$ cat config.mk
export PLATFORM = sky130hd
export DESIGN_NAME = wgat_front
export DESIGN_NICKNAME = d
export VERILOG_FILES = /design/src/rtl/wgat_pkg.sv /design/src/rtl/wgat_front.sv
export VERILOG_INCLUDE_DIRS = /design/src /design/src/rtl
export SDC_FILE = /design/constraint.sdc
export NUM_CORES = 1
export LEC_CHECK = 0
export BUFFER_PORTS_ARGS = -buffer_cell sky130_fd_sc_hd__buf_2
export CAP_MARGIN = 0
export CORE_MARGIN = 3
export CORE_UTILIZATION = 30
export DETAILED_ROUTE_END_ITERATION = 10
export GPL_ROUTABILITY_DRIVEN = 1
export GPL_TIMING_DRIVEN = 0
export SYNTH_ARGS = -nofsm -noshare
export SYNTH_HDL_FRONTEND = slang
export SYNTH_SLANG_ARGS = --single-unit
$ cat constraint.sdc
create_clock -name clock -period 11.4 [get_ports clock]
set_input_delay 0.57 -clock clock [delete_from_list [all_inputs] [get_ports clock]]
set_output_delay 0.57 -clock clock [all_outputs]
set_load 0.02 [all_outputs]
$ cat src/rtl/weighted_graph_adjacency_table_macros.svh
// Assertion helpers shared by the graph table modules
`ifndef WEIGHTED_GRAPH_ADJACENCY_TABLE_MACROS_SVH
`define WEIGHTED_GRAPH_ADJACENCY_TABLE_MACROS_SVH

// same-cycle implication
`define WGAT_ASSERT_NOW(label, clk, rst, ante, cons, msg) \
   label: assert property (@(posedge clk) disable iff (rst) (ante) |-> (cons)) \
      else $error(msg);

// next-cycle implication
`define WGAT_ASSERT_NEXT(label, clk, rst, ante, cons, msg) \
   label: assert property (@(posedge clk) disable iff (rst) (ante) |=> (cons)) \
      else $error(msg);

`endif

$ cat src/rtl/wgat_pkg.sv
`timescale 1ns / 1ps

package wgat_pkg;

   localparam int MAX_VERTICES = 16;
   localparam int KEY_BITS     = 32;
   localparam int WEIGHT_BITS  = 16;

   localparam int VIDX_BITS   = $clog2(MAX_VERTICES);
   localparam int CNT_BITS    = $clog2(MAX_VERTICES + 1);
   localparam int ADDR_BITS   = 2 * VIDX_BITS;
   localparam int MEM_DEPTH   = 1 << ADDR_BITS;
   localparam int QUEUE_DEPTH = 2;
   localparam int QPTR_BITS   = $clog2(QUEUE_DEPTH);
   localparam int QCNT_BITS   = $clog2(QUEUE_DEPTH + 1);

   typedef enum logic [2:0] {
      CMD_ADD_VERTEX  = 3'd0,
      CMD_SET_EDGE    = 3'd1,
      CMD_READ_WEIGHT = 3'd2,
      CMD_LIST        = 3'd3,
      CMD_CLEAR_MARKS = 3'd4,
      CMD_MARK        = 3'd5,
      CMD_TEST_MARK   = 3'd6,
      CMD_RESET_GRAPH = 3'd7
   } cmd_type;

   typedef enum logic [1:0] {
      ST_OK        = 2'd0,
      ST_NOT_FOUND = 2'd1,
      ST_FULL      = 2'd2
   } status_type;

   typedef struct packed {
      cmd_type                        command;
      logic [KEY_BITS-1:0]            key_a;
      logic [KEY_BITS-1:0]            key_b;
      logic signed [WEIGHT_BITS-1:0]  edge_weight;
   } req_type;

   typedef struct packed {
      status_type                     status;
      logic signed [WEIGHT_BITS-1:0]  weight_out;
      logic                           is_marked;
      logic [KEY_BITS-1:0]            neighbour_key;
      logic                           neighbour_valid;
      logic                           last;
   } rsp_type;

   typedef struct packed {
      cmd_type                        command;
      status_type                     status;
      logic [VIDX_BITS-1:0]           ra;
      logic [VIDX_BITS-1:0]           rb;
      logic signed [WEIGHT_BITS-1:0]  weight;
      logic [CNT_BITS-1:0]            count;
   } op_type;

endpackage

$ cat src/rtl/wgat_front.sv
`timescale 1ns / 1ps
`include "weighted_graph_adjacency_table_macros.svh"

module wgat_front
   import wgat_pkg::*;
(
   input  logic                 clock,
   input  logic                 reset,
   input  logic                 start,
   input  req_type              req_data,
   output logic                 busy,
   input  logic                 queue_full,
   output logic                 push,
   output op_type               op,
   input  logic                 list_done,
   input  logic [VIDX_BITS-1:0] key_idx,
   output logic [KEY_BITS-1:0]  key_data
);

   logic [KEY_BITS-1:0]     keys_ff [MAX_VERTICES];
   logic [CNT_BITS-1:0]     count_ff;
   logic [CNT_BITS-1:0]     count_in;
   logic                    list_busy_ff;
   logic                    list_busy_in;
   logic [MAX_VERTICES-1:0] hit_a;
   logic [MAX_VERTICES-1:0] hit_b;
   logic [VIDX_BITS-1:0]    ra;
   logic [VIDX_BITS-1:0]    rb;
   logic                    found_a;
   logic                    found_b;
   logic                    full;
   logic                    add_ok;

   assign busy     = queue_full | list_busy_ff;
   assign push     = start & ~busy;
   assign full     = (count_ff == CNT_BITS'(MAX_VERTICES));
   assign add_ok   = push && (req_data.command == CMD_ADD_VERTEX) && !full;
   assign key_data = keys_ff[key_idx];
   assign found_a  = |hit_a;
   assign found_b  = |hit_b;

   always_comb begin
      for (int i = 0; i < MAX_VERTICES; i++) begin
         hit_a[i] = (CNT_BITS'(i) < count_ff) && (keys_ff[i] == req_data.key_a);
         hit_b[i] = (CNT_BITS'(i) < count_ff) && (keys_ff[i] == req_data.key_b);
      end
   end

   // first match wins
   always_comb begin
      ra = '0;
      rb = '0;
      for (int i = MAX_VERTICES - 1; i >= 0; i--) begin
         if (hit_a[i]) begin
            ra = VIDX_BITS'(i);
         end
         if (hit_b[i]) begin
            rb = VIDX_BITS'(i);
         end
      end
   end

   always_comb begin
      op.command = req_data.command;
      op.ra      = ra;
      op.rb      = rb;
      op.weight  = req_data.edge_weight;
      op.count   = count_ff;
      unique case (req_data.command) inside
         CMD_ADD_VERTEX: begin
            op.status = full ? ST_FULL : ST_OK;
         end
         CMD_SET_EDGE, CMD_READ_WEIGHT: begin
            op.status = (found_a && found_b) ? ST_OK : ST_NOT_FOUND;
         end
         CMD_LIST, CMD_MARK, CMD_TEST_MARK: begin
            op.status = found_a ? ST_OK : ST_NOT_FOUND;
         end
         default: begin
            op.status = ST_OK;
         end
      endcase
   end

   always_comb begin
      count_in     = count_ff;
      list_busy_in = list_busy_ff;
      if (add_ok) begin
         count_in = count_ff + 1'b1;
      end else if (push && (req_data.command == CMD_RESET_GRAPH)) begin
         count_in = '0;
      end
      if (push && (req_data.command == CMD_LIST)) begin
         list_busy_in = 1'b1;
      end else if (list_done) begin
         list_busy_in = 1'b0;
      end
   end

   always_ff @(posedge clock) begin
      if (reset) begin
         count_ff     <= '0;
         list_busy_ff <= 1'b0;
      end else begin
         count_ff     <= count_in;
         list_busy_ff <= list_busy_in;
      end
   end

   always_ff @(posedge clock) begin
      if (add_ok) begin
         keys_ff[count_ff[VIDX_BITS-1:0]] <= req_data.key_a;
      end
   end

   `WGAT_ASSERT_NOW(a_count_bound, clock, reset, 1'b1, count_ff <= CNT_BITS'(MAX_VERTICES), "vertex count beyond table size")
   `WGAT_ASSERT_NEXT(a_list_blocks, clock, reset, push && (req_data.command == CMD_LIST), busy, "list transfer did not block input")
   `WGAT_ASSERT_NEXT(a_add_counts, clock, reset, add_ok, count_ff == $past(count_ff) + 1'b1, "add vertex did not advance count")

endmodule

Word level (Yosys, flattened, before mapping)
Memory sizes are Yosys's and may differ from the RTL's.
Cells that the tools add are included.
{"block": "classes", "add_sub_neg": 1, "order_cmp": 16, "eq_ne": 39, "mux": 42, "bitwise": 3, "n_reduce_logical": 45}
{"cell": "== test 32 bit", "count": 32}
{"cell": "two-way mux 4 bit", "count": 32}
{"cell": "less-than comparator 4 x 5 -> 1 bit, first input constant", "count": 8}
{"cell": "logical AND 1 bit", "count": 37}
{"cell": "OR reduction 16 bit", "count": 2}
{"cell": "less-than comparator 3 x 5 -> 1 bit, first input constant", "count": 4}
{"cell": "less-than comparator 1 x 5 -> 1 bit, first input constant", "count": 2}
{"cell": "less-than comparator 2 x 5 -> 1 bit, first input constant", "count": 2}
{"cell": "two-way mux 5 bit", "count": 2}
{"cell": "== test 3 bit, second input constant", "count": 3}
{"cell": "== test 3 x 2 -> 1 bit, second input constant", "count": 2}
{"cell": "two-way mux 1 bit", "count": 6}
{"cell": "one-hot mux 2 bit (3 select lines)", "count": 1}
{"cell": "adder 5 x 1 -> 5 bit, second input constant", "count": 1}
{"cell": "== test 5 bit, second input constant", "count": 1}
{"cell": "nonzero test 2 bit", "count": 2}
{"cell": "== test 3 x 1 -> 1 bit, second input constant", "count": 1}
{"cell": "logical NOT 3 bit", "count": 1}
{"cell": "OR reduction 3 bit", "count": 1}
{"cell": "two-way mux 2 bit", "count": 1}
{"cell": "OR reduction 2 bit", "count": 1}
{"cell": "bitwise AND 1 bit", "count": 1}
{"cell": "logical NOT 1 bit", "count": 1}
{"cell": "inverter 1 bit", "count": 1}
{"cell": "bitwise OR 1 bit", "count": 1}
{"block": "totals", "register_bits": 6, "ramBits": 512, "input_bits": 92, "elab_cells": 149, "mem_count": 1}
{"name": "keys_ff", "depth": 16, "width": 32, "read_ports": 17, "rd_clocked_by_memory_dff": 0, "wr": 1, "line_no": "wgat_front.sv:20", "rtl": "logic [KEY_BITS-1:0] keys_ff [MAX_VERTICES];"}

Logic depth before layout (Yosys ltp)
{"block": "logic_depth", "word_depth": 18, "depth_mapped": 10, "ltp_nobuf": 8}

Least setup slack after synthesis
OpenSTA, ideal clock, no wires.
{"block": "synth_timing", "path_kind": "input to register", "startpoint": "in queue_full", "endpoint": "mem keys_ff[3][0], enable pin", "setup_ps": 461, "arrival_time_ps": 4138, "required_ps": 10939, "setup_slack_ps": 6801, "path_stages": 6, "path_buffers": 1, "path_cell_list": "or2_2 nor2_1 and3_1 clkbuf_1 nand2_1 nor3_1"}
{"block": "synth_via", "elab_chain_cells": 7}
{"element": "start: declaration", "line_no": "wgat_front.sv:12", "rtl": "input logic queue_full,"}
{"element": "bitwise OR 1 bit", "line_no": "wgat_front.sv:34", "rtl": "assign busy = queue_full | list_busy_ff;"}
{"element": "inverter 1 bit", "line_no": "wgat_front.sv:35", "rtl": "assign push = start & ~busy;"}
{"element": "bitwise AND 1 bit", "line_no": "wgat_front.sv:35"}
{"element": "named net push", "line_no": "wgat_front.sv:13", "rtl": "output logic push,"}
{"element": "logical AND 1 bit (2 in series)", "line_no": "wgat_front.sv:37", "rtl": "assign add_ok = push && (req_data.command == CMD_ADD_VERTEX) && !full;"}
{"element": "two-way mux 1 bit", "line_no": "wgat_front.sv:111", "rtl": "if (add_ok) begin"}
{"element": "two-way mux 1 bit (not written as such)", "line_no": "wgat_front.sv:112", "rtl": "keys_ff[count_ff[VIDX_BITS-1:0]] <= req_data.key_a;"}
{"element": "end: declaration", "line_no": "wgat_front.sv:20"}
The timed path passes the listed nets, and every way through them passes these cells.

==> results.ini <==
[yosys]
synth_top_area_share_pct=47.65
seq_area_frac_synth_pct=48.02
ys_warn_count=0
synth_nets=2501
synth_ff_type=edfxtp_1
yosysTopAreaCell=edfxtp_1
synth-edff-count=512
syn_inst=2405
synth_cell_types=51
synth_seq_cells=518
avgSynthCellArea_um2=13.42
synthTopCellsByArea=edfxtp_1 (48%), xor2_1 (23%), mux4_2 (11%)
async_flop_share_pct=0
netlist_area_um2=32270

[drt]
via_per_inst=6.043
antenna_left=0
drt_iter0_drc=4682
wl_mm=190.1
vias=24480
wl_per_cell_um=46.92
dr.pass1.iters=6
route.detailed.drc=0

[finish]
layout-drive-gt1-share_pct=21.45
nNetsFinal=2705
final_common_cell=xor2_1
fillCellCount=10360
synthToLayoutAreaGrowth_pct=15.42
fin_cells=4051
stdcell_area_um2=37240
layout_common_cells=xor2_1 (864), edfxtp_1 (512), nor4_1 (211)

[global_route]
gr-usage-all-layers_pct=33.23
overflow=0
grt_pass1_vias=22400
grt_max_degree=26
grt_antenna_before_repair=12
grt_pass1_wl_mm=240.3

[timing]
fin_setup_tns_ps=0
finalCriticalPeriod_ps=6295
hold_viol=0
final.setup_skew_ps=32.05
fmax_mhz=158.8
whs_ps=188.3
final_max_slew_viol_count=2
setup_violations=0
worst_pin_slew_ps=1513
rsz0062_at_grt=no
relSlewSlack_pct=-1.782
period_share_pct=55.22

[clock_tree]
clk_latency_ps=650
clock_sinks=518
root_buffer=clkbuf_16
cts_tree=yes
cts_resized=0
cts_inserted_buffers=67
cts_setup_buffers=0
cts_buffer_depth=3
ctsHoldBuffers=0
h-tree-depth=3
clk_pin_slew_ps=60

[critical_path]
max_stage_delay_ps=940
required_ps=10830
criticalPathCategory=primary input to output port
critPathSlowestCell=or4_1
cpMostUsedCell=buf_2
crit_fanout=18
cp_num_buf_inv=4
crit_family=simple AND/OR/NAND/NOR gates
cp_data_arrival_time_ps=5730
crit_path_end_kind=output port
startpoint_type=primary input
worstPathCellList=buf_2 > buf_2 > buf_2 > xor2_1 > nor4_1 > nand4_1 > or4_1 > a31oi_1 > buf_2

[floorplan]
die_x_um=334.0
coreArea_um2=106000
rows=119
ios=160
die_area_um2=111500
die_h_um=334.0
initial_core_util_pct=30.44

[job]
max-cap-violations=1

[status]
status=finished with violations
failed_checks=capacitance limit, slew limit

[placement]
place_inst=3931
numPortBuffers=108
hpwl_mm=155.5
dpl_cell_area_um2=35110
gp_congestion=1.026

[power]
ir_worst_vdd_v=0.00009936
cellLeakagePower_nw=12.63
power_density_nw_per_um2=133.1

[hold_path]
hold_class=primary input to flop

Yosys cell counts, types with 2 or more instances:
cell       count
ha_1           4
a211oi_1       3
mux4_2       160
xnor2_1      160
edfxtp_1     512
a2111oi_0      2
nand2b_1       8
xor2_1       864
clkbuf_1      30
a21oi_1       10
inv_1          6
dfxtp_1        6
nor4_1       215
or3_1          5
nand2_1       27
nand3_1       39
a22oi_1        2
nor3_1        36
or2_2          2
buf_4         71
buf_6          7
buf_1         11
o211ai_1       4
a31oi_1        4
nor2b_1        3
or4_1         14
and3_1         2
buf_2         71
nand4_1       72
a21o_1         2
o21ai_0        5
nor2_1        29
cell families after synthesis:
kind of cell	share of synthesized area, %
adder cells (fa/ha/maj)	0.1551
multiplexers	11.20
flip-flops	48.02
XOR/XNOR	27.80
AO/OA/AOI/OAI	0.9888
buffers and inverters	3.544
AND/OR/NAND/NOR	8.295
through the flow:
step	worst slack, ps	power [mW]	utilization (%)
2_1_floorplan	6801	2.467	-
3_3_place_gp	4284	2.809	32.59
3_5_place_dp	5315	2.800	33.12
4_1_cts	5331	4.936	35.12
5_1_grt	5314	5.028	35.12
6_report	5105	4.956	35.13
layout make-up:
class | instances | area (um2) | area share (%)
plain buffers | 190 | 1121 | 3.010
well taps | 1391 | 1740 | 4.673
inverters | 6 | 22.52 | 0.06047
clock inverters | 37 | 364.1 | 0.9777
multi-input cells | 1691 | 15770 | 42.36
flip-flops and latches | 518 | 15490 | 41.61
diodes | 3 | 7.507 | 0.02016
clock buffers | 80 | 1757 | 4.717
repair buffers | 135 | 960.9 | 2.580
metal layers:
layer  up-vias  wire length, um  track usage, %
li1       9278                -               -
met1     12840            81120           48.10
met2      2072            76930           46.61
met3       290            24390           10.54
met4         6             7472           11.05
met5         -              152          0.7660
worst reg2reg max path, stage by stage, from the launching register on:
cell	delay [ps]
dfxtp_1	660
inv_1	340
ha_1	310
nand3_1	110
and3_1	170
clkbuf_1	300
nand2_1	450
nor3_2	830
buf_6	280
buf_6	200
buf_6	160
flip-flops by register name, summed over array words and instances (netlist names):
signal / count
keys_ff: 512
count_ff: 5
list_busy_ff: 1
final timing paths:
kind                          to  cells past startpoint  slack, ps    startpoint
setup / recovery          op[26]                      9       5100  req_data[72]
hold / removal      list_busy_ff                      2        190         reset
setup reg to reg  keys_ff[3][26]                     10       7320   count_ff[0]
hold reg to reg     list_busy_ff                      2        490  list_busy_ff
report_power, final:
part	internal, mW	switching, mW
registers	2.09	0.00238
logic	0.188	0.509
clock network	1.24	0.926
Power figures use the tool's default switching activity.
