==> src/rtl/weighted_graph_adjacency_table_macros.svh <==
// Assertion helpers shared by the graph table modules
`ifndef WEIGHTED_GRAPH_ADJACENCY_TABLE_MACROS_SVH
`define WEIGHTED_GRAPH_ADJACENCY_TABLE_MACROS_SVH

// same-cycle implication
`define WGAT_ASSERT_NOW(label, clk, rst, ante, cons, msg) \
   label: assert property (@(posedge clk) disable iff (rst) (ante) |-> (cons)) \
      else $error(msg);

// next-cycle implication
`define WGAT_ASSERT_NEXT(label, clk, rst, ante, cons, msg) \
   label: assert property (@(posedge clk) disable iff (rst) (ante) |=> (cons)) \
      else $error(msg);

`endif

==> src/rtl/wgat_pkg.sv <==
`timescale 1ns / 1ps

package wgat_pkg;

   localparam int MAX_VERTICES = 16;
   localparam int KEY_BITS     = 32;
   localparam int WEIGHT_BITS  = 16;

   localparam int VIDX_BITS   = $clog2(MAX_VERTICES);
   localparam int CNT_BITS    = $clog2(MAX_VERTICES + 1);
   localparam int ADDR_BITS   = 2 * VIDX_BITS;
   localparam int MEM_DEPTH   = 1 << ADDR_BITS;
   localparam int QUEUE_DEPTH = 2;
   localparam int QPTR_BITS   = $clog2(QUEUE_DEPTH);
   localparam int QCNT_BITS   = $clog2(QUEUE_DEPTH + 1);

   typedef enum logic [2:0] {
      CMD_ADD_VERTEX  = 3'd0,
      CMD_SET_EDGE    = 3'd1,
      CMD_READ_WEIGHT = 3'd2,
      CMD_LIST        = 3'd3,
      CMD_CLEAR_MARKS = 3'd4,
      CMD_MARK        = 3'd5,
      CMD_TEST_MARK   = 3'd6,
      CMD_RESET_GRAPH = 3'd7
   } cmd_type;

   typedef enum logic [1:0] {
      ST_OK        = 2'd0,
      ST_NOT_FOUND = 2'd1,
      ST_FULL      = 2'd2
   } status_type;

   typedef struct packed {
      cmd_type                        command;
      logic [KEY_BITS-1:0]            key_a;
      logic [KEY_BITS-1:0]            key_b;
      logic signed [WEIGHT_BITS-1:0]  edge_weight;
   } req_type;

   typedef struct packed {
      status_type                     status;
      logic signed [WEIGHT_BITS-1:0]  weight_out;
      logic                           is_marked;
      logic [KEY_BITS-1:0]            neighbour_key;
      logic                           neighbour_valid;
      logic                           last;
   } rsp_type;

   typedef struct packed {
      cmd_type                        command;
      status_type                     status;
      logic [VIDX_BITS-1:0]           ra;
      logic [VIDX_BITS-1:0]           rb;
      logic signed [WEIGHT_BITS-1:0]  weight;
      logic [CNT_BITS-1:0]            count;
   } op_type;

endpackage

==> src/rtl/wgat_queue.sv <==
`timescale 1ns / 1ps

module wgat_queue
   import wgat_pkg::*;
(
   input  logic   clock,
   input  logic   reset,
   input  logic   push,
   input  op_type push_data,
   input  logic   pop,
   output op_type pop_data,
   output logic   empty,
   output logic   full
);

   op_type                 entry_ff [QUEUE_DEPTH];
   logic [QPTR_BITS-1:0]   wr_ptr_ff;
   logic [QPTR_BITS-1:0]   rd_ptr_ff;
   logic [QCNT_BITS-1:0]   fill_ff;

   assign empty    = (fill_ff == '0);
   assign full     = (fill_ff == QCNT_BITS'(QUEUE_DEPTH));
   assign pop_data = entry_ff[rd_ptr_ff];

   always_ff @(posedge clock) begin
      if (reset) begin
         wr_ptr_ff <= '0;
         rd_ptr_ff <= '0;
         fill_ff   <= '0;
      end else begin
         if (push) begin
            wr_ptr_ff <= wr_ptr_ff + 1'b1;
         end
         if (pop) begin
            rd_ptr_ff <= rd_ptr_ff + 1'b1;
         end
         case ({push, pop})
            2'b10:   fill_ff <= fill_ff + 1'b1;
            2'b01:   fill_ff <= fill_ff - 1'b1;
            default: fill_ff <= fill_ff;
         endcase
      end
   end

   always_ff @(posedge clock) begin
      if (push) begin
         entry_ff[wr_ptr_ff] <= push_data;
      end
   end

endmodule

==> config.mk <==
export PLATFORM = sky130hd
export DESIGN_NAME = wgat_queue
export DESIGN_NICKNAME = d
export VERILOG_FILES = /design/src/rtl/weighted_graph_adjacency_table_macros.svh /design/src/rtl/wgat_pkg.sv /design/src/rtl/wgat_queue.sv
export SDC_FILE = /design/constraint.sdc
export NUM_CORES = 1
export LEC_CHECK = 0
export BUFFER_PORTS_ARGS = -buffer_cell sky130_fd_sc_hd__buf_2
export CORE_AREA = 10 10 81 83
export CTS_CLUSTER_DIAMETER = 120
export CTS_CLUSTER_SIZE = 25
export DETAILED_ROUTE_END_ITERATION = 12
export DIE_AREA = 0 0 91 93
export HOLD_SLACK_MARGIN = 0.02
export PLACE_DENSITY = 0.81
export SKIP_CTS_REPAIR_TIMING = 1
export SKIP_LAST_GASP = 1
export SYNTH_ARGS = -nofsm -noshare
export SYNTH_HDL_FRONTEND = slang
export SYNTH_SLANG_ARGS = --single-unit
==> constraint.sdc <==
create_clock -name clock -period 5.2 [get_ports clock]
set_input_delay 1.04 -clock clock [delete_from_list [all_inputs] [get_ports clock]]
set_output_delay 1.04 -clock clock [all_outputs]
set_load 0.1 [all_outputs]
Word-level counts from Yosys, hierarchy flattened
Memories as Yosys holds them, arrays and structs flattened. A register that Yosys moved wholly into a read port is not among the register bits.
Index checks and enable logic that the tools add are counted.
Storage, ports and cells
  flip-flop bits (word level): 4
  memory bits (writable): 68
  bits of input ports: 38
  output and inout bits: 36
  word-level logic and storage cells: 18
  memories kept: 1
Operators by class
  add/subtract/negate cells: 4
  equality and inequality tests: 3
  mux-type cells: 5
  reductions and logical operators: 2
Memory list
  entry_ff: depth 2, bits a word 34, rd ports 1, clocked after Yosys merged registers in 1, write ports 1, RTL line wgat_queue.sv:16  | op_type entry_ff [QUEUE_DEPTH];
Operators with widths (count)
  $eq A2 B2 Y1 const B: 2
  $mux W1: 4
  $pmux W2 S2: 1
  $add A1 B1 Y1 const B: 2
  $add A2 B1 Y2 const B: 1
  $eq A2 B1 Y1 const B: 1
  $logic_not A2 Y1: 1
  $reduce_bool A2 Y1: 1
  $sub A2 B1 Y2 const B: 1

Depth between registers and ports, before layout
Gate-level depths: netlist of the first run.
  word-level depth: 3
  mapped depth: 5
  gate-level depth less buffers: 5

Least setup slack after synthesis of the first run
Ideal clock, no wire load.
  path kind: input to register
  start: input port push
  end: memory entry_ff[0][0] in the netlist's numbering, enable pin
  arrival time: 2529 ps
  required time: 4774 ps
  path slack: 2246 ps
  stages: 2
  path buffers: 0
  cells stage by stage: inv_1 nor2_1
On the way
  longest elaborated chain between the ends: 2
RTL lines
  start: declaration: RTL line wgat_queue.sv:8  | input logic push,
  $mux W1: RTL line wgat_queue.sv:46  | if (push) begin
  $mux W1 (not written as such): RTL line wgat_queue.sv:47  | entry_ff[wr_ptr_ff] <= push_data;
  end: declaration: RTL line wgat_queue.sv:16
No other way between the ends.

==> impl_metrics.yaml, run 1 <==
placement:
  port_buffers: 73
  gp_congestion: 0.700
  dpl_cell_area_um2: 3110
  dp_slack_ns: 2.37
  hpwl_um: 3370
  place_inst: 269
sta:
  setup_slack_ns: 2.04
  clock_skew_ns: 0.00591
  final-hold-violation-count: 0
  slew_headroom_pct: 34.3
  period_share_pct: 60.7
  setup_viol: 0
  finalSetupTns_ns: 0
  tightest_slew_ns: 0.983
  period_needed_ns: 3.16
  max_freq_mhz: 317
  rsz0062_at_grt: "false"
  slew_violations: 0
cells_and_area:
  multi_input_area_um2: 492
  post-route-util_pct: 65.8
  layout_common_cells: "73 x buf_2, 68 x edfxtp_1, 34 x mux2_2, 10 x clkbuf_8"
  synthToLayoutAreaGrowth_pct: 24.3
  instances_no_fill: 285
  layout-drive-gt1-share_pct: 57.7
  num_antenna_cells: 0
  final_cell_area_um2: 3290
  layout.nets: 249
  final_common_cell: "buf_2"
  regArea_um2: 2140
  final.fill_count: 380
logic_synthesis:
  synth_seq_cells: 73
  yosysWarningCount: 0
  synth_area_per_cell_um2: 20.7
  yosysSeqAreaShare_pct: 80.8
  synthesis.area_um2: 2650
  syn-num-nets: 167
  synth_cells: 128
  synth.distinct_cells: 14
critical_path:
  worstPathArrival_ns: 2.12
  reg2reg_to: "entry_ff[0][32]"
  r2r_cells: 1
  cp-start-kind: "flop"
  cp.required_ns: 4.16
  worstPathMaxFanout: 21
  r2r_slack_ns: 3.68
  r2r-start: "wr_ptr_ff"
  critPathCaptureType: "output port"
  critPathKind: "reg -> out"
detailed_routing:
  avgViaCountPerCell: 4.81
  dr.pass1.iters: 4
  via_count: 1372
  drtIter0Drc: 49
  drtAntennaViolNets: 0
  routedWlPerCell_um: 17.3
  post-route-drc-count: 0
  wl_um: 4940
hold_path:
  hp-class: "reg -> reg"
  hp-start: "fill_ff[1]"
  min_to: "fill_ff[1]"
  min_path_cells: 2
floorplanning:
  die_x_um: 91
  core_area_um2: 5010
  start_util_pct: 52.9
  num_rows: 26
  chipHeight_um: 93
  ioPinCount: 74
  die_area_um2: 8460
pwr:
  seqPwrFrac_pct: 47.1
  pwr-share-clk_pct: 28.7
  p_leak_nw: 1.25
  powerDensity_nw_per_um2: 449
  swShare_pct: 33.5
  intPower_mw: 0.985
  ir_drop_mv: 0.228
  pwr-share-comb_pct: 24.2
  p_switching_mw: 0.496
clock_tree:
  cts-root-buf: "clkbuf_8"
  cts.sinks: 73
  cts_tree: "built"
  htree_num_levels: 3
  cts_buffers: 9
  clockBufferDepth: 2
  clk-insertion-delay-late_ns: 0.34
  clk_pin_slew_worst_paths_ns: 0.07
global_routing:
  grt_usage_pct: 11.8
  gr-total-overflow: 0
  antenna_found_initial: 0
  grt_pass1_wl_um: 7640
  grt_max_degree: 35
  grt_pass1_vias: 1529
run_status:
  outcome: "completed"
job:
  drv_cap: 0
[through the flow]
step,hold slack (ns),total power [mW]
2_1_floorplan,0.461,1.01
3_3_place_gp,0.486,1.07
3_5_place_dp,0.524,1.07
4_1_cts,0.535,1.49
5_1_grt,0.551,1.53
6_report,0.538,1.48
[synthesized netlist by cell type]
| cell type | n | share of area (%) |
|---|---|---|
| a21oi_1 | 1 | 0.19 |
| and2_1 | 1 | 0.24 |
| and2b_2 | 1 | 0.33 |
| buf_2 | 4 | 0.76 |
| dfxtp_1 | 5 | 3.8 |
| edfxtp_1 | 68 | 77 |
| ha_1 | 1 | 0.47 |
| inv_1 | 1 | 0.14 |
| mux2_2 | 34 | 14 |
| nor2_1 | 6 | 0.85 |
| o21ai_0 | 1 | 0.19 |
| or3_1 | 1 | 0.24 |
| xnor2_1 | 3 | 0.99 |
| xor2_1 | 1 | 0.33 |
[cell families (layout without fill, tap and decap cells)]
family,Yosys count,count (layout),synth area share [%]
AO/OA/AOI/OAI,2,2,0.377
multiplexers,34,34,14.4
AND/OR/NAND/NOR,9,9,1.65
XOR/XNOR,4,4,1.32
flip-flops,73,73,80.8
adder cells (fa/ha/maj),1,1,0.472
buffers and inverters,5,92,0.897
[power groups by stage]
| stage | Sequential (mW) | Clock (mW) | Combinational, mW |
|---|---|---|---|
| after floorplan | 0.704 | 0 | 0.304 |
| after global placement | 0.709 | 0 | 0.358 |
| after detailed placement | 0.711 | 0 | 0.361 |
| after CTS | 0.698 | 0.430 | 0.362 |
| after global routing | 0.701 | 0.457 | 0.371 |
| final | 0.698 | 0.425 | 0.358 |
[how the worst max path moves through the flow]
stage          startpoint        endpoint  slack, ns  cells after the start
2_1_floorplan        push  entry_ff[0][0]       2.25                      2
3_3_place_gp         flop    pop_data[18]       2.36                      3
3_5_place_dp         flop    pop_data[18]       2.37                      3
4_1_cts              flop    pop_data[18]       1.98                      3
5_1_grt              flop    pop_data[20]       1.92                      3
6_report             flop    pop_data[16]       2.04                      3
[worst max-delay path, cell delays in order (launching register included)]
cell and delay [ns]:
dfxtp_1 0.70, buf_4 0.40, mux2_2 0.38, buf_2 0.29
[final cells by class]
cell class	instances	area share [%]
multi-input combinational	50	14.9
tap	70	2.66
clock buffer	13	4.52
clock inverter	3	1.22
inverter	1	0.114
timing repair buffer	75	11.5
sequential	73	65.0
[routing by layer]
metal	vias to the layer above	wire, um	GRT usage (%)
li1	658	-	-
met1	670	1940	12.2
met2	38	2700	20.4
met3	6	213	3.36
met4	0	92	8.22
met5	-	0	0
[flip-flops by register name, indices dropped and copies added, names as in the netlist, named ones only]
name	count
entry_ff	68
wr_ptr_ff	1
rd_ptr_ff	1
fill_ff	2
Power figures use the tool's default switching activity.
==> inputs of run 2 (changes only) <==
ABC_AREA = 1   (was unset)
CORE_AREA = 10 10 89 91   (was 10 10 81 83)
DIE_AREA = 0 0 99 101   (was 0 0 91 93)
PLACE_DENSITY = 0.74   (was 0.81)
clock period = 2.75 ns   (was 5.2 ns; I/O delays follow)
==> impl_metrics.yaml, run 2 <==
detailed_routing:
  drtAntennaViolNets: 0
  dr.pass1.iters: 4
  via_count: 1441
  drtIter0Drc: 58
  post-route-drc-count: 0
  avgViaCountPerCell: 4.74
  routedWlPerCell_um: 16.5
  wl_um: 5010
logic_synthesis:
  synth_area_per_cell_um2: 20.4
  synth-adder-area-share_pct: 0.442
  synth_edf_count: 68
  async_flop_share_pct: 0
  synthMuxAreaShare_pct: 17.5
  syn-num-nets: 178
  synth.most_common_cell: "edfxtp_1"
  yosysSeqAreaShare_pct: 75.6
  synth.distinct_cells: 15
  yosysWarningCount: 0
  synth_cells: 139
  yosys.area_share.simple_pct: 2.38
  synthesis.area_um2: 2830
  synth_area_leader_cell: "edfxtp_1"
  synth_top_family_by_area: "multiplexers"
  synth-compound-area-share_pct: 0.353
  synth_top_cell_area_share_pct: 72.1
  synth_flop_cell: "edfxtp_1"
  synth_common_cells: "68 x edfxtp_1, 30 x mux2_4, 10 x nor2_1, 7 x inv_1"
  synth-xor-area-share_pct: 0.309
  synthTopCellsByArea: "edfxtp_1 72%, mux2_4 16%, dfxtp_1 3.5%, buf_12 2.1%, mux2_2 1.6%"
  synth_seq_cells: 73
cells_and_area:
  layout-drive-gt1-share_pct: 56.4
  final.fill_count: 518
  final_common_cell: "buf_2"
  layout.nets: 261
  num_antenna_cells: 0
  synthToLayoutAreaGrowth_pct: 23.5
  final_cell_area_um2: 3500
  largestRegisters: "entry_ff (68), fill_ff (2)"
  largest_reg_flops: 68
  regMostFlops: "entry_ff"
  layout_common_cells: "73 x buf_2, 68 x edfxtp_1, 30 x mux2_4, 9 x nor2_1, 9 x clkbuf_8"
pwr:
  ir_drop_mv: 0.325
  pwr-share-comb_pct: 23.3
  intPower_mw: 1.94
  swShare_pct: 32.1
  powerDensity_nw_per_um2: 819
  pwr-share-clk_pct: 31.1
  p_switching_mw: 0.921
  seqPwrFrac_pct: 45.6
  p_leak_nw: 1.42
sta:
  setup_viol: 0
  final-hold-violation-count: 0
  slew_violations: 0
  max_freq_mhz: 431
  period_needed_ns: 2.32
  slew_headroom_pct: 62.1
  finalSetupTns_ns: 0
  tightest_slew_ns: 0.568
  rsz0062_at_grt: "false"
  clock_skew_ns: 0.00748
  period_share_pct: 84.4
global_routing:
  grt_pass1_vias: 1593
  antenna_found_initial: 0
  gr-total-overflow: 0
  grt_max_degree: 35
  grt_pass1_wl_um: 7980
  grt_usage_pct: 10.3
run_status:
  outcome: "completed"
placement:
  gp_congestion: 0.655
  dpl_cell_area_um2: 3280
  hpwl_um: 3660
  port_buffers: 73
clock_tree:
  cts-root-buf: "clkbuf_8"
  cts.sinks: 73
  clk-insertion-delay-late_ns: 0.33
  clk_pin_slew_worst_paths_ns: 0.08
  htree_num_levels: 3
  cts_tree: "built"
  cts_buffers: 9
  clockBufferDepth: 2
critical_path:
  cp-start-kind: "flop"
  cpPeakStageDelay_ns: 0.52
  critPathCaptureType: "output port"
  critPathKind: "reg -> out"
  worstPathArrival_ns: 1.77
  crit_chain: "buf_12 -> mux2_2 -> buf_2"
  worstPathMaxFanout: 26
  cp.required_ns: 2.20
  cp_slowest_cell: "dfxtp_2"
floorplanning:
  chipHeight_um: 101
  ioPinCount: 74
  start_util_pct: 45.7
  die_area_um2: 10000
  core_area_um2: 6200
  num_rows: 29
  die_x_um: 99
job:
  drv_cap: 0
hold_path:
  hp-class: "in -> reg"
-- run 2: cells by family (layout without fill, tap and decap cells) --
family                     Yosys count  count (layout)
AOI/OAI and AO/OA                    2               2
xor gates and xnor gates             1               1
adders and majority gates            1               1
buffers and inverters               11              99
DFF                                 73              73
muxes                               34              34
and+or+nand+nor                     17              17
-- run 2: stage by stage --
stage               total power [mW]  instances  hold WS, ns  util (%)  setup slack [ns]
floorplan                       1.91        139        0.480         -             0.286
global placement                2.00        288        0.499      52.9             0.772
detailed placement              2.01        288        0.499      52.9             0.768
CTS                             2.90        304        0.385      56.4             0.395
global route                    2.97        304        0.384      56.4             0.328
finish                          2.86        304        0.405      56.4             0.428
-- run 2: final cells by class --
class / instances / area [um^2] / area share (%)
Inverter: 7 / 26.3 / 0.751
Tap cell: 77 / 96.3 / 2.75
Clock inverter: 7 / 95.1 / 2.72
Sequential cell: 73 / 2140 / 61.2
Clock buffer: 9 / 124 / 3.54
Timing Repair Buffer: 76 / 413 / 11.8
Multi-Input combinational cell: 55 / 602 / 17.2
-- run 2: power by group through the flow --
stage | registers [mW] | logic [mW] | clock network (mW)
after floorplan | 1.32 | 0.591 | 0
after global placement | 1.33 | 0.671 | 0
after detailed placement | 1.33 | 0.676 | 0
after CTS | 1.31 | 0.677 | 0.919
after global routing | 1.31 | 0.694 | 0.964
final | 1.31 | 0.668 | 0.890
-- run 2: critical path, delay by kind of cell, from the launching register on --
kind | cells | cell delay [ns]
multiplexers | 1 | 0.36
buffers and inverters | 2 | 0.55
flip-flops | 1 | 0.52
-- run 2: final timing paths --
kind / slack [ns] / cells after the start / from / endpoint
hold reg to reg: 0.53 / 2 / rd_ptr_ff / rd_ptr_ff
setup / recovery: 0.43 / 3 / flop / pop_data[22]
setup reg to reg: 1.30 / 3 / wr_ptr_ff / entry_ff[1][19]
hold / removal: 0.40 / 1 / push_data[0] / entry_ff[0][0]
-- run 2: routing by layer --
layer | track usage (%) | wire (um) | up-vias
met5 | 0 | 0 | -
li1 | - | - | 684
met4 | 6.62 | 92 | 0
met1 | 10.5 | 1900 | 705
met3 | 3.64 | 360 | 8
met2 | 17.5 | 2660 | 44
